--- src/rtl/core/ple_pkg.sv ---
package ple_pkg;

    // list size and derived widths
    localparam int CAPACITY = 16;
    localparam int IDX_W    = $clog2(CAPACITY);
    localparam int CNT_W    = $clog2(CAPACITY + 1);

    // fixed field widths
    localparam int FUNC_W   = 3;
    localparam int DATA_W   = 32;
    localparam int POS_W    = 8;
    localparam int STAT_W   = 2;
    localparam int OCC_W    = 5;

    // operation codes
    typedef enum logic [FUNC_W-1:0] {
        FN_INS_FRONT = 3'd0,
        FN_INS_BACK  = 3'd1,
        FN_INS_POS   = 3'd2,
        FN_DEL_FRONT = 3'd3,
        FN_DEL_BACK  = 3'd4,
        FN_DEL_POS   = 3'd5,
        FN_TRAVERSE  = 3'd6
    } func_t;

    // result status codes
    typedef enum logic [STAT_W-1:0] {
        ST_OK     = 2'd0,
        ST_BADPOS = 2'd1,
        ST_FULL   = 2'd2,
        ST_EMPTY  = 2'd3
    } status_t;

    // sequencer states
    typedef enum logic [2:0] {
        S_IDLE,
        S_UP,
        S_PUT,
        S_DN,
        S_WALK
    } state_t;

endpackage

--- src/rtl/core/ple_ram.sv ---
// simple dual-port storage, registered read
module ple_ram #(
    parameter int DEPTH = 16,
    parameter int WIDTH = 32
) (
    input  logic                     clk,
    input  logic                     we,
    input  logic [$clog2(DEPTH)-1:0] waddr,
    input  logic [WIDTH-1:0]         wdata,
    input  logic [$clog2(DEPTH)-1:0] raddr,
    output logic [WIDTH-1:0]         rdata
);

    logic [WIDTH-1:0] mem [DEPTH];

    // write port
    always_ff @(posedge clk)
    begin
        if (we)
        begin
            mem[waddr] <= wdata;
        end
    end

    // read port
    always_ff @(posedge clk)
    begin
        rdata <= mem[raddr];
    end

endmodule

--- src/rtl/core/positional_list_engine_top.sv ---
// Ordered list of up to CAPACITY signed 32-bit values held in a small RAM with
// one write and one registered read port. A request is taken when start is
// high and busy is low; every result appears for one cycle with strobe high
// and cannot be held off, so the receiver must take it on that cycle. Rejected
// requests, unknown codes and deleting the last entry answer in the cycle after
// the request. An insert moves entries in S_UP and then writes the new value in
// S_PUT before it answers; a delete moves entries in S_DN. Each moved entry is
// read and written back one slot over. Traverse of n elements gives n results on
// n consecutive cycles through the RAM output register and element_reg, the
// final one marked by last. busy stays high while entries are moved or read out.
module positional_list_engine_top
    import ple_pkg::*;
(
    input  logic                     clk,
    input  logic                     rst_n,
    input  logic                     start,
    output logic                     busy,
    input  logic [FUNC_W-1:0]        func,
    input  logic signed [DATA_W-1:0] value,
    input  logic [POS_W-1:0]         position,
    output logic                     strobe,
    output logic signed [DATA_W-1:0] element,
    output logic [STAT_W-1:0]        status,
    output logic [OCC_W-1:0]         occupancy,
    output logic                     last
);

    state_t              state_reg, state_next;
    logic [IDX_W-1:0]    ptr_reg, ptr_next;
    logic [IDX_W-1:0]    idx_reg, idx_next;
    logic [DATA_W-1:0]   val_reg, val_next;
    logic [CNT_W-1:0]    count_reg, count_next;
    logic                strobe_reg, strobe_next;
    logic [DATA_W-1:0]   element_reg, element_next;
    status_t             status_reg, status_next;
    logic                last_reg, last_next;

    logic                mem_we;
    logic [IDX_W-1:0]    mem_waddr;
    logic [DATA_W-1:0]   mem_wdata;
    logic [IDX_W-1:0]    mem_raddr;
    logic [DATA_W-1:0]   mem_rdata;

    func_t               fn;
    logic [CNT_W-1:0]    ins_idx;
    logic [CNT_W-1:0]    del_idx;
    logic                ins_bad;
    logic                del_bad;

    // entry storage
    ple_ram #(
        .DEPTH (CAPACITY),
        .WIDTH (DATA_W)
    ) u_ram (
        .clk   (clk),
        .we    (mem_we),
        .waddr (mem_waddr),
        .wdata (mem_wdata),
        .raddr (mem_raddr),
        .rdata (mem_rdata)
    );

    // request decode
    assign fn      = func_t'(func);
    assign ins_bad = (position == '0) ||
                     ({1'b0, position} > (9'(count_reg) + 9'd1));
    assign del_bad = (position == '0) || ({1'b0, position} > 9'(count_reg));

    always_comb
    begin
        unique case (fn)
            FN_INS_FRONT: ins_idx = '0;
            FN_INS_BACK:  ins_idx = count_reg;
            default:      ins_idx = CNT_W'(position - 8'd1);
        endcase
        unique case (fn)
            FN_DEL_FRONT: del_idx = '0;
            FN_DEL_BACK:  del_idx = count_reg - 1'b1;
            default:      del_idx = CNT_W'(position - 8'd1);
        endcase
    end

    // control registers
    always_ff @(posedge clk or negedge rst_n)
    begin
        if (!rst_n)
        begin
            state_reg  <= S_IDLE;
            count_reg  <= '0;
            strobe_reg <= 1'b0;
        end
        else
        begin
            state_reg  <= state_next;
            count_reg  <= count_next;
            strobe_reg <= strobe_next;
        end
    end

    // payload registers
    always_ff @(posedge clk)
    begin
        ptr_reg     <= ptr_next;
        idx_reg     <= idx_next;
        val_reg     <= val_next;
        element_reg <= element_next;
        status_reg  <= status_next;
        last_reg    <= last_next;
    end

    // sequencer
    always_comb
    begin
        state_next   = state_reg;
        ptr_next     = ptr_reg;
        idx_next     = idx_reg;
        val_next     = val_reg;
        count_next   = count_reg;
        strobe_next  = 1'b0;
        element_next = '0;
        status_next  = ST_OK;
        last_next    = 1'b1;
        mem_we       = 1'b0;
        mem_waddr    = '0;
        mem_wdata    = '0;
        mem_raddr    = '0;

        unique case (state_reg)
            S_IDLE:
            begin
                if (start)
                begin
                    unique case (fn)
                        FN_INS_FRONT, FN_INS_BACK, FN_INS_POS:
                        begin
                            if (count_reg == CNT_W'(CAPACITY))
                            begin
                                strobe_next = 1'b1;
                                status_next = ST_FULL;
                            end
                            else if (fn == FN_INS_POS && ins_bad)
                            begin
                                strobe_next = 1'b1;
                                status_next = ST_BADPOS;
                            end
                            else
                            begin
                                idx_next = IDX_W'(ins_idx);
                                val_next = value;
                                if (ins_idx < count_reg)
                                begin
                                    // open a gap from the tail downwards
                                    mem_raddr  = IDX_W'(count_reg - 1'b1);
                                    ptr_next   = IDX_W'(count_reg);
                                    state_next = S_UP;
                                end
                                else
                                begin
                                    state_next = S_PUT;
                                end
                            end
                        end
                        FN_DEL_FRONT, FN_DEL_BACK, FN_DEL_POS:
                        begin
                            if (count_reg == '0)
                            begin
                                strobe_next = 1'b1;
                                status_next = ST_EMPTY;
                            end
                            else if (fn == FN_DEL_POS && del_bad)
                            begin
                                strobe_next = 1'b1;
                                status_next = ST_BADPOS;
                            end
                            else if ((del_idx + 1'b1) < count_reg)
                            begin
                                // close the gap from the hole upwards
                                mem_raddr  = IDX_W'(del_idx + 1'b1);
                                ptr_next   = IDX_W'(del_idx);
                                state_next = S_DN;
                            end
                            else
                            begin
                                count_next  = count_reg - 1'b1;
                                strobe_next = 1'b1;
                            end
                        end
                        FN_TRAVERSE:
                        begin
                            if (count_reg == '0)
                            begin
                                strobe_next = 1'b1;
                                status_next = ST_EMPTY;
                            end
                            else
                            begin
                                mem_raddr  = '0;
                                ptr_next   = '0;
                                state_next = S_WALK;
                            end
                        end
                        default:
                        begin
                            strobe_next = 1'b1;
                        end
                    endcase
                end
            end
            S_UP:
            begin
                // move one entry up a slot
                mem_we    = 1'b1;
                mem_waddr = ptr_reg;
                mem_wdata = mem_rdata;
                if ((ptr_reg - 1'b1) > idx_reg)
                begin
                    mem_raddr = ptr_reg - IDX_W'(2);
                    ptr_next  = ptr_reg - 1'b1;
                end
                else
                begin
                    state_next = S_PUT;
                end
            end
            S_PUT:
            begin
                mem_we      = 1'b1;
                mem_waddr   = idx_reg;
                mem_wdata   = val_reg;
                count_next  = count_reg + 1'b1;
                strobe_next = 1'b1;
                state_next  = S_IDLE;
            end
            S_DN:
            begin
                // move one entry down a slot
                mem_we    = 1'b1;
                mem_waddr = ptr_reg;
                mem_wdata = mem_rdata;
                if ((CNT_W'(ptr_reg) + CNT_W'(2)) < count_reg)
                begin
                    mem_raddr = ptr_reg + IDX_W'(2);
                    ptr_next  = ptr_reg + 1'b1;
                end
                else
                begin
                    count_next  = count_reg - 1'b1;
                    strobe_next = 1'b1;
                    state_next  = S_IDLE;
                end
            end
            S_WALK:
            begin
                // one element out per cycle, next read issued alongside
                strobe_next  = 1'b1;
                element_next = mem_rdata;
                last_next    = (CNT_W'(ptr_reg) + 1'b1) == count_reg;
                mem_raddr    = ptr_reg + 1'b1;
                ptr_next     = ptr_reg + 1'b1;
                if (last_next)
                begin
                    state_next = S_IDLE;
                end
            end
            default:
            begin
                state_next = S_IDLE;
            end
        endcase
    end

    // outputs
    assign busy      = (state_reg != S_IDLE);
    assign strobe    = strobe_reg;
    assign element   = element_reg;
    assign status    = status_reg;
    assign occupancy = OCC_W'(count_reg);
    assign last      = last_reg;

endmodule

--- config.mk ---
export PLATFORM = sky130hd
export DESIGN_NAME = positional_list_engine_top
export DESIGN_NICKNAME = d
export VERILOG_FILES = /design/src/rtl/core/ple_pkg.sv /design/src/rtl/core/ple_ram.sv /design/src/rtl/core/positional_list_engine_top.sv
export SDC_FILE = /design/constraint.sdc
export NUM_CORES = 1
export LEC_CHECK = 0
export BUFFER_PORTS_ARGS = -buffer_cell sky130_fd_sc_hd__clkbuf_2
export CAP_MARGIN = 20
export CORE_AREA = 10 10 215 217
export DETAILED_ROUTE_END_ITERATION = 8
export DIE_AREA = 0 0 225 227
export GPL_TIMING_DRIVEN = 0
export PLACE_DENSITY = 0.77
export REMOVE_ABC_BUFFERS = 1
export SYNTH_ARGS = -nofsm -noshare
export SYNTH_HDL_FRONTEND = slang
export SYNTH_HIERARCHICAL = 1
export SYNTH_SLANG_ARGS = --single-unit
export TNS_END_PERCENT = 30
--- constraint.sdc ---
create_clock -name clk -period 12.41 [get_ports clk]
set_input_delay 0.6205 -clock clk [delete_from_list [all_inputs] [get_ports clk]]
set_output_delay 0.6205 -clock clk [all_outputs]
set_load 0.05 [all_outputs]
Yosys cells after proc, flatten, opt, wreduce, memory -nomap -nowiden. Memories as Yosys holds them, arrays and structs flattened. A register that Yosys moved wholly into a read port is not among the register bits. Index checks and enable logic that the tools add are counted.

Register bits: 84. RAM bits: 512. Output and inout bits: 42. Memories kept: 1.

Memories: u_ram.mem (words 16, bits a word 32, rd ports 1, clocked after memory_dff 1, write ports 1, line ple_ram.sv:14) `logic [WIDTH-1:0] mem [DEPTH];`.

$add $sub $neg: 11. Magnitude comparators: 6. Equality and inequality tests: 30. Mux-type cells: 66. Bitwise operators: 2. Reductions and logical operators: 21.

Operator list (count): 2-to-1 mux 4 bit (19); one-hot mux 32 bit (2 select lines) (1); one-hot mux 4 bit (4 select lines) (2); 2-to-1 mux 3 bit (10); 2-to-1 mux 5 bit (6); != test 3 bit, second input constant (7); one-hot mux 5 bit (2 select lines) (2); != test 2 bit, second input constant (9); one-hot mux 4 bit (2 select lines) (2); < comparator 5 bit (3); one-hot mux 5 bit (3 select lines) (1); 2-to-1 mux 1 bit (13); == test 3 x 2 -> 1 bit, second input constant (4); == test 3 bit, second input constant (4); one-hot mux 3 bit (4 select lines) (1); one-hot mux 4 bit (3 select lines) (1); AND reduction 12 bit (1); AND reduction 11 bit (1); adder 5 x 1 -> 5 bit, second input constant (2); subtractor 5 x 1 -> 5 bit, second input constant (2); one-hot mux 3 bit (3 select lines) (1); OR reduction 3 bit (3); greater-than comparator 8 x 5 -> 1 bit (1); greater-than comparator 8 x 6 -> 1 bit (1); 28 further kinds (39).

Depth between registers and ports, before layout. Gate-level depths: netlist of run 1.

Word-level depth: 10. Gate-level depth with buffers: 20. Depth with buffers taken out: 17.

Modules after synthesis. The synthesis of run 1 kept the hierarchy.

By module, submodules not included: ple_ram (instances 1, cells each 838, area an instance 19835.3 µm², seq. area each 16015.4 µm²); positional_list_engine_top (instances 1, cells each 503, area an instance 4931.0 µm², seq. area each 2127.0 µm²).

Least setup slack after synthesis of run 1. Ideal clock, no wire load.

Path kind: register -> register. From: register count_reg[0], in the netlist occupancy[0]. To: register u_ram.rdata[10] (read register of u_ram.mem). Arrival time: 4.713 ns. Path slack: 7.577 ns. Cell stages (with the launch flop): 20. Path buffers: 3. Path through: dfrtp_1 buf_2 inv_1 ha_1 xnor2_1 a311oi_2 nand3_1 xnor2_1 ha_1 a21o_1 a21oi_1 nand2_1 nor4_1 a221oi_1 o21ai_0 buf_2 buf_2 mux4_2 a22oi_1 nand2_1.

Cells in the longest elaborated chain, start to end: 10. Elaborated cells between the ends (all ways): 26.

Ends and longest elaborated chain: from (decl) (line positional_list_engine_top.sv:32) `logic [CNT_W-1:0] count_reg, count_next;`; from (signal assigned) (line positional_list_engine_top.sv:95) `count_reg <= count_next;`; subtractor 5 x 1 -> 5 bit (line positional_list_engine_top.sv:78) `FN_DEL_BACK: del_idx = count_reg - 1'b1;`; one-hot mux 5 bit (2 select lines) (line positional_list_engine_top.sv:76) `unique case (fn)`; adder 5 x 1 -> 5 bit (line positional_list_engine_top.sv:178) `mem_raddr = IDX_W'(del_idx + 1'b1);`; < comparator 5 bit (line positional_list_engine_top.sv:175) `else if ((del_idx + 1'b1) < count_reg)`; 2-to-1 mux 4 bit (line positional_list_engine_top.sv:175); 2-to-1 mux 4 bit (line positional_list_engine_top.sv:170) `else if (fn == FN_DEL_POS && del_bad)`; 2-to-1 mux 4 bit (line positional_list_engine_top.sv:165) `if (count_reg == '0)`; one-hot mux 4 bit (2 select lines) (line positional_list_engine_top.sv:133) `unique case (fn)`; 2-to-1 mux 4 bit (line positional_list_engine_top.sv:131) `if (start)`; one-hot mux 4 bit (4 select lines) * (line positional_list_engine_top.sv:128) `unique case (state_reg)`; via mem_raddr[0] (line positional_list_engine_top.sv:41) `logic [IDX_W-1:0] mem_raddr;`; to (decl) (line ple_ram.sv:11) `output logic [WIDTH-1:0] rdata`.

Mark *: on every way through the listed nets, which the timed path passes. The rest lies on a longest branch. A chain may end at the register's enable or synchronous reset.

Worst setup path after layout of run 1.
From: register count_reg[0], in the netlist occupancy[0]. To: register u_ram.rdata[23] (read register of u_ram.mem).

Same word-level chain as after synthesis.

==> results of run 1 <==
## cell usage in the layout, fill, tap and decap left out, drive strengths merged, types with 14 or more instances in the layout
cell,netlist,routed
nor3,15,15
xnor2,15,15
a22oi,65,65
ha,38,38
clkbuf,41,175
a22o,34,34
dfxtp,67,67
nand3,16,16
buf,36,61
a21oi,24,24
nor2,47,47
inv,18,21
clkinv,0,14
nand2,71,71
edfxtp,552,552
mux4,128,128
and3,36,36
o21ai,25,25
## metrics by stage
stage / utilization (%) / total power [uW]
2_1_floorplan: - / 5390
3_3_place_gp: 61.1 / 6250
3_5_place_dp: 63.8 / 5970
4_1_cts: 68.7 / 7880
5_1_grt: 68.7 / 8200
6_report: 68.7 / 7880
## cells by family (layout without fill, tap and decap cells)
group	Yosys count	in the layout	synth area share, %
flops	628	628	73.3
mux	129	129	11.7
buf+inv	95	280	1.72
xor+xnor	23	23	0.813
fa+ha+maj	38	38	1.92
other cells	0	1	0
compound gates	196	196	5.94
simple gates	232	232	4.68
## worst paths after layout
kind | from | endpoint | slack, ns | cells after the start
max in group asynchronous | rst_n | state_reg[2] | 11.74 | 2
setup reg to reg | occupancy[0] | u_ram/rdata[23] | 6.10 | 21
setup / recovery | occupancy[0] | u_ram/rdata[23] | 6.10 | 21
hold / removal | value[17] | val_reg[17] | 0.15 | 1
hold reg to reg | u_ram/rdata[7] | element[7] | 0.48 | 1
min in group asynchronous | rst_n | strobe | 0.40 | 2
## power breakdown
group,switching [uW],internal (uW),leakage (uW)
Clock,788,1080,0.000980
Sequential,163,2940,0.00573
Combinational,1720,1180,0.00304
## area by class of cell
cell class | count | share of cell area [%]
antenna | 1 | 0.00872
clock buffer | 87 | 5.90
clock inverter | 25 | 1.13
inverter | 18 | 0.236
multi-input combinational | 618 | 22.2
sequential | 628 | 63.3
tap | 539 | 2.35
timing repair buffer | 150 | 4.92
## metal layers
metal | wire (um) | track usage, % | part of all wire (%)
met2 | 30300 | 40.3 | 50
met4 | 1750 | 8.99 | 2.9
met3 | 5180 | 4.16 | 8.6
met5 | 0 | 0 | 0
met1 | 23000 | 31.1 | 38
## what timing repair did
item                                   in CTS  in global routing
gates resized for setup                     0                  0
endpoints found under the hold margin       9                  0
hold buffers                                1                  0
==> impl_metrics.env, run 1 <==
export IMPL_synth_common_cells="edfxtp_1, mux4_2, nand2_1, dfxtp_1, a22oi_1"
export IMPL_gp_congestion=0.892
export IMPL_fmax_mhz=158
export IMPL_grt_overflow=0
export IMPL_fin_ws_ns=6.10
export IMPL_grt_start_max_net_pins=43
export IMPL_synth_most_common_cell="edfxtp_1"
export IMPL_core_um2=41800
export IMPL_rows=75
export IMPL_track_usage_pct=24.0
export IMPL_cts_sinks=628
export IMPL_cp_arrival_ns=6.81
export IMPL_ios=88
export IMPL_ys_flop_type="edfxtp_1"
export IMPL_finalCritPeriodShare_pct=50.9
export IMPL_yosysSeqAreaShare_pct=73.3
export IMPL_cp_start_kind="flop"
export IMPL_synth_cell_type_count=70
export IMPL_crit_buf_inv=6
export IMPL_dpl_worst_slack_ns=6.17
export IMPL_finalSetupTns_ns=0
export IMPL_placed_cell_area_um2=26600
export IMPL_power_density_nw_per_um2=275
export IMPL_drive_above_1_share_pct=26.6
export IMPL_hold_ws_ns=0.152
export IMPL_ys_warn_count=6
export IMPL_synth_edf_count=552
export IMPL_slew_viol_final=0
export IMPL_final_area_um2=28700
export IMPL_status="finished, final reports clean"
export IMPL_yosys_register_bits=628
export IMPL_synth_avg_cell_area_um2=18.5
export IMPL_post_drt_wl_per_cell_um=29.2
export IMPL_ir_drop_uv=184
export IMPL_die_x_um=225
export IMPL_nNetsFinal=1559
export IMPL_min_delay_path_class="input pin to flop"
export IMPL_cts_root_buf="clkbuf_16"
export IMPL_cp_cell_sequence="inv_1 -> ha_1 -> xnor2_1 -> a311oi_2 -> nand3_1 -> xnor2_1 -> ha_1 -> a21o_1 -> a21oi_1 -> nand2_1 -> nor4_1 -> nand2_1 -> o211ai_1 -> buf_4 -> buf_6 -> buf_6 -> buf_4 -> buf_4 -> mux4_2 -> a22oi_1 -> nand2_1"
export IMPL_largest_reg_flops=512
export IMPL_fp_dieH_um=227
export IMPL_max_slew_margin_pct=26.4
export IMPL_dr_pass1_iters=8
export IMPL_initialDrtViolationCount=1675
export IMPL_cp_max_fo=12
export IMPL_rsz0062_at_grt="false"
export IMPL_netlist_area_um2=24800
export IMPL_instances_no_fill=2066
export IMPL_syn_inst=1341
export IMPL_place_hpwl_mm=36.0
export IMPL_path_clk_slew_ns=0.06
export IMPL_ff_latch_area_um2=18100
export IMPL_htree_levels=2
export IMPL_setup_viol=0
export IMPL_grt_pass1_wl_mm=90.3
export IMPL_dp_cells=1950
export IMPL_antenna_found_initial=1
export IMPL_endpoint_kind="flop"
export IMPL_grt_pass1_vias=14188
export IMPL_wirelength_mm=60.2
export IMPL_maxCapViolations=0
export IMPL_max_stage_delay_ns=0.72
export IMPL_die_area_um2=51100
export IMPL_clk_latency_ns=0.64
export IMPL_top_register="u_ram/mem"
export IMPL_min_period_ns=6.31
export IMPL_worst_pin_slew_ns=1.09
export IMPL_critPathSlowestCell="dfrtp_1"
export IMPL_p_leak_uw=0.00975
export IMPL_worstPathRequired_ns=12.91
export IMPL_multiInputGateArea_um2=6360
export IMPL_vias_per_cell=6.61
export IMPL_postRouteAntennaNets=0
export IMPL_num_vias=13658
export IMPL_crit_family="compound AO/OA/AOI/OAI gates"
export IMPL_cts_setup_buffers=0
export IMPL_portBuffers=87
export IMPL_synthArstFlopShare_pct=1.43
export IMPL_path_class="flop to flop"
export IMPL_nFillCells=2534
export IMPL_finClkSkew_ns=0.0208
export IMPL_synth_area_top_cells="edfxtp_1, mux4_2, dfxtp_1"
export IMPL_clockBufferDepth=3
export IMPL_syn_to_final_growth_pct=15.8
export IMPL_initial_core_util_pct=59.3
export IMPL_final_hold_viol_count=0
export IMPL_cts_buffers=59
export IMPL_cts_tree="yes"
export IMPL_yosysTopAreaCellShare_pct=66.9
export IMPL_drc_errors=0
export IMPL_yosysTopAreaCell="edfxtp_1"
No activity file was read; power rests on OpenSTA's default activity.
==> inputs of run 2 (changes only) <==
ABC_AREA = 1   (was default)
CORE_AREA = 10 10 226 228   (was 10 10 215 217)
DIE_AREA = 0 0 236 238   (was 0 0 225 227)
clock period = 6.2 ns   (was 12.41 ns; I/O delays follow)
==> run 2 against run 1 <==
Flip-flop and latch count is the same. Worst setup slack lost 5.6 ns. Largest cell class unchanged. Non-clock buffer count grew 32. Final cell count grew 71%. Total power grew 120%.
==> impl_metrics.env, run 2 <==
export IMPL_status="finished, final reports clean"
export IMPL_setup_viol=0
export IMPL_syn_inst=2742
export IMPL_yosysTopAreaCell="edfxtp_1"
export IMPL_core_um2=46400
export IMPL_cts_buffers=66
export IMPL_cts_sinks=628
export IMPL_maxCapViolations=0
export IMPL_num_vias=19524
export IMPL_finalSetupTns_ns=0
export IMPL_r2r_start="occupancy[0]"
export IMPL_diodes=0
export IMPL_p_sw_uw=7090
export IMPL_antenna_found_initial=0
export IMPL_die_area_um2=56200
export IMPL_fmax_mhz=175
export IMPL_instances_no_fill=3530
export IMPL_min_delay_path_class="input pin to flop"
export IMPL_final_cell_mix="nand2_1, edfxtp_1, inv_1"
export IMPL_rows=79
export IMPL_dp_cells=3377
export IMPL_drive_above_1_share_pct=10.3
export IMPL_r2r_end="u_ram/rdata[15]"
export IMPL_wirelength_mm=68.2
export IMPL_synth_area_top_cells="edfxtp_1, nand2_1, nand3_1"
export IMPL_max_slew_margin_pct=25.0
export IMPL_multiInputGateArea_um2=7100
export IMPL_track_usage_pct=23.5
export IMPL_ctsResizeCount=0
export IMPL_grt_overflow=0
export IMPL_p_leak_uw=0.0139
export IMPL_rsz0062_at_grt="false"
export IMPL_final_hold_viol_count=0
export IMPL_finClkSkew_ns=0.0234
export IMPL_ir_drop_uv=483
export IMPL_ys_flop_type="edfxtp_1"
export IMPL_worstPathRequired_ns=6.66
export IMPL_cts_root_buf="clkbuf_16"
export IMPL_path_class="flop to flop"
export IMPL_path_clk_slew_ns=0.06
export IMPL_clk_latency_ns=0.60
export IMPL_rrSetupSlack_ns=0.48
export IMPL_post_drt_wl_per_cell_um=19.3
export IMPL_initialDrtViolationCount=1892
export IMPL_placed_cell_area_um2=29100
export IMPL_dr_pass1_iters=6
export IMPL_worstSetupStartpoint="occupancy[0]"
export IMPL_cp_max_fo=98
export IMPL_largest_reg_flops=512
export IMPL_nNetsFinal=2957
export IMPL_yosys_register_bits=628
export IMPL_place_hpwl_mm=39.3
export IMPL_intPower_uw=10400
export IMPL_power_density_nw_per_um2=551
export IMPL_die_x_um=236
export IMPL_nFillCells=3232
export IMPL_min_path_cells=3
export IMPL_synth_common_cells="nand2_1, edfxtp_1, inv_1, nand3_1, nor2_1"
export IMPL_synth_most_common_cell="nand2_1"
export IMPL_clockBufferDepth=3
export IMPL_power_frac_seq_pct=34.6
export IMPL_htree_levels=3
export IMPL_postRouteAntennaNets=0
export IMPL_initial_core_util_pct=59.7
export IMPL_slew_viol_final=0
export IMPL_final_common_cell="nand2_1"
export IMPL_cp_start_kind="flop"
export IMPL_reg2regPathDepth=24
export IMPL_p_sw_share_pct=40.6
export IMPL_worst_pin_slew_ns=1.12
export IMPL_final_area_um2=31700
export IMPL_drc_errors=0
export IMPL_ff_latch_area_um2=18100
export IMPL_gp_congestion=0.880
export IMPL_cts_tree="yes"
export IMPL_ys_warn_count=6
export IMPL_grt_start_max_net_pins=161
export IMPL_min_period_ns=5.72
export IMPL_crit_end="u_ram/rdata[15]"
export IMPL_cp_arrival_ns=6.19
export IMPL_synth_cell_type_count=44
export IMPL_portBuffers=87
export IMPL_share_comb_of_total_power_pct=42.8
export IMPL_p_clk_share_pct=22.6
export IMPL_yosysSeqAreaShare_pct=65.6
export IMPL_ios=88
export IMPL_top_register="u_ram/mem"
export IMPL_grt_pass1_wl_mm=104
export IMPL_syn_to_final_growth_pct=14.6
export IMPL_grt_pass1_vias=19540
export IMPL_finalCritPeriodShare_pct=92.3
export IMPL_synthArstFlopShare_pct=1.43
export IMPL_synth_avg_cell_area_um2=10.1
export IMPL_fp_dieH_um=238
export IMPL_yosysTopAreaCellShare_pct=59.9
export IMPL_endpoint_kind="flop"
export IMPL_synth_edf_count=552
export IMPL_netlist_area_um2=27700
export IMPL_vias_per_cell=5.53
==> run 2: changes by cell type after synthesis, sizes merged, moves of 17 or more <==
cell,previous run,this run
clkbuf,41,24
a22o,34,0
inv,18,481
nor2,47,90
a22oi,65,1
nand3,16,419
nand2,71,835
mux4,128,0
buf,36,95
o21ai,25,56
and3,36,0
==> run 2: kinds of logic (layout without fill, tap and decap cells) <==
family	Yosys count	count (layout)	share of synthesized area [%]
AND/OR/NAND/NOR	1369	1369	21.0
AO/OA/AOI/OAI	90	90	1.87
buffers and inverters	602	783	9.31
flip-flops	628	628	65.6
adder cells (fa/ha/maj)	38	38	1.72
XOR/XNOR	15	15	0.502
==> run 2: metrics by stage <==
stage	hold WS, ns	power (uW)	utilization [%]	setup slack, ns
final	0.0467	17400	68.3	0.477
after global routing	0.0628	18400	68.3	0.0907
after CTS	0.0238	17300	68.3	0.360
after detailed placement	0.186	13300	62.9	0.404
after global placement	0.174	12000	60.6	-10.29
after floorplan	0.0144	10800	-	-4.19
==> run 2: area by class of cell <==
class	instances	share of cell area [%]
clock buffers	87	5.89
clock inverters	31	0.983
inverters	483	5.77
multi-input cells	1512	22.4
flip-flops and latches	628	57.3
well taps	607	2.40
repair buffers	182	5.28
==> run 2: critical path, stage by stage (launching register included) <==
cell      delay (ns)
dfrtp_1         0.60
clkinv_1        0.40
ha_1            0.36
nand4_1         0.25
nand2_1         0.16
o32ai_1         0.34
xnor2_1         0.11
ha_1            0.31
nand2_1         0.07
nor2_1          0.13
o21ai_2         0.07
nand2_2         0.10
inv_1           0.05
nand3_2         0.11
o21ai_1         0.07
nand2_1         0.10
nand2_4         0.40
buf_16          0.42
inv_8           0.49
buf_16          0.40
nand2_1         0.13
nand3_1         0.10
nand3_1         0.08
nand3_1         0.12
nand2_1         0.10
==> run 2: what timing repair did <==
| action | in CTS | in global routing |
|---|---|---|
| hold buffers | 33 | 0 |
| hold endpoints to repair | 41 | 0 |
| setup buffers | 0 | 0 |
| setup endpoints to repair | 0 | 20 |
==> run 2: worst min-delay path by stage <==
stage / start / endpoint / slack (ns)
6_report: start / status[0] / 0.05
5_1_grt: start / status[0] / 0.06
3_3_place_gp: rst_n / strobe / 0.17
3_5_place_dp: rst_n / strobe / 0.19
2_1_floorplan: rst_n / occupancy[0] / 0.01
4_1_cts: start / status[0] / 0.02
==> run 2: power groups by stage <==
stage	sequential (uW)	clock [uW]	combinational, uW
after global routing	6080	4160	8190
after detailed placement	6110	0	7230
after CTS	6030	3990	7310
final	6030	3950	7470
after floorplan	6240	0	4580
after global placement	6170	0	5870
==> run 2: per-layer routing <==
| metal | share of wire, % | track usage, % |
|---|---|---|
| met5 | 0 | 0 |
| met4 | 3.6 | 11.3 |
| met3 | 8.7 | 4.29 |
| met2 | 50 | 40.9 |
| met1 | 38 | 27.8 |
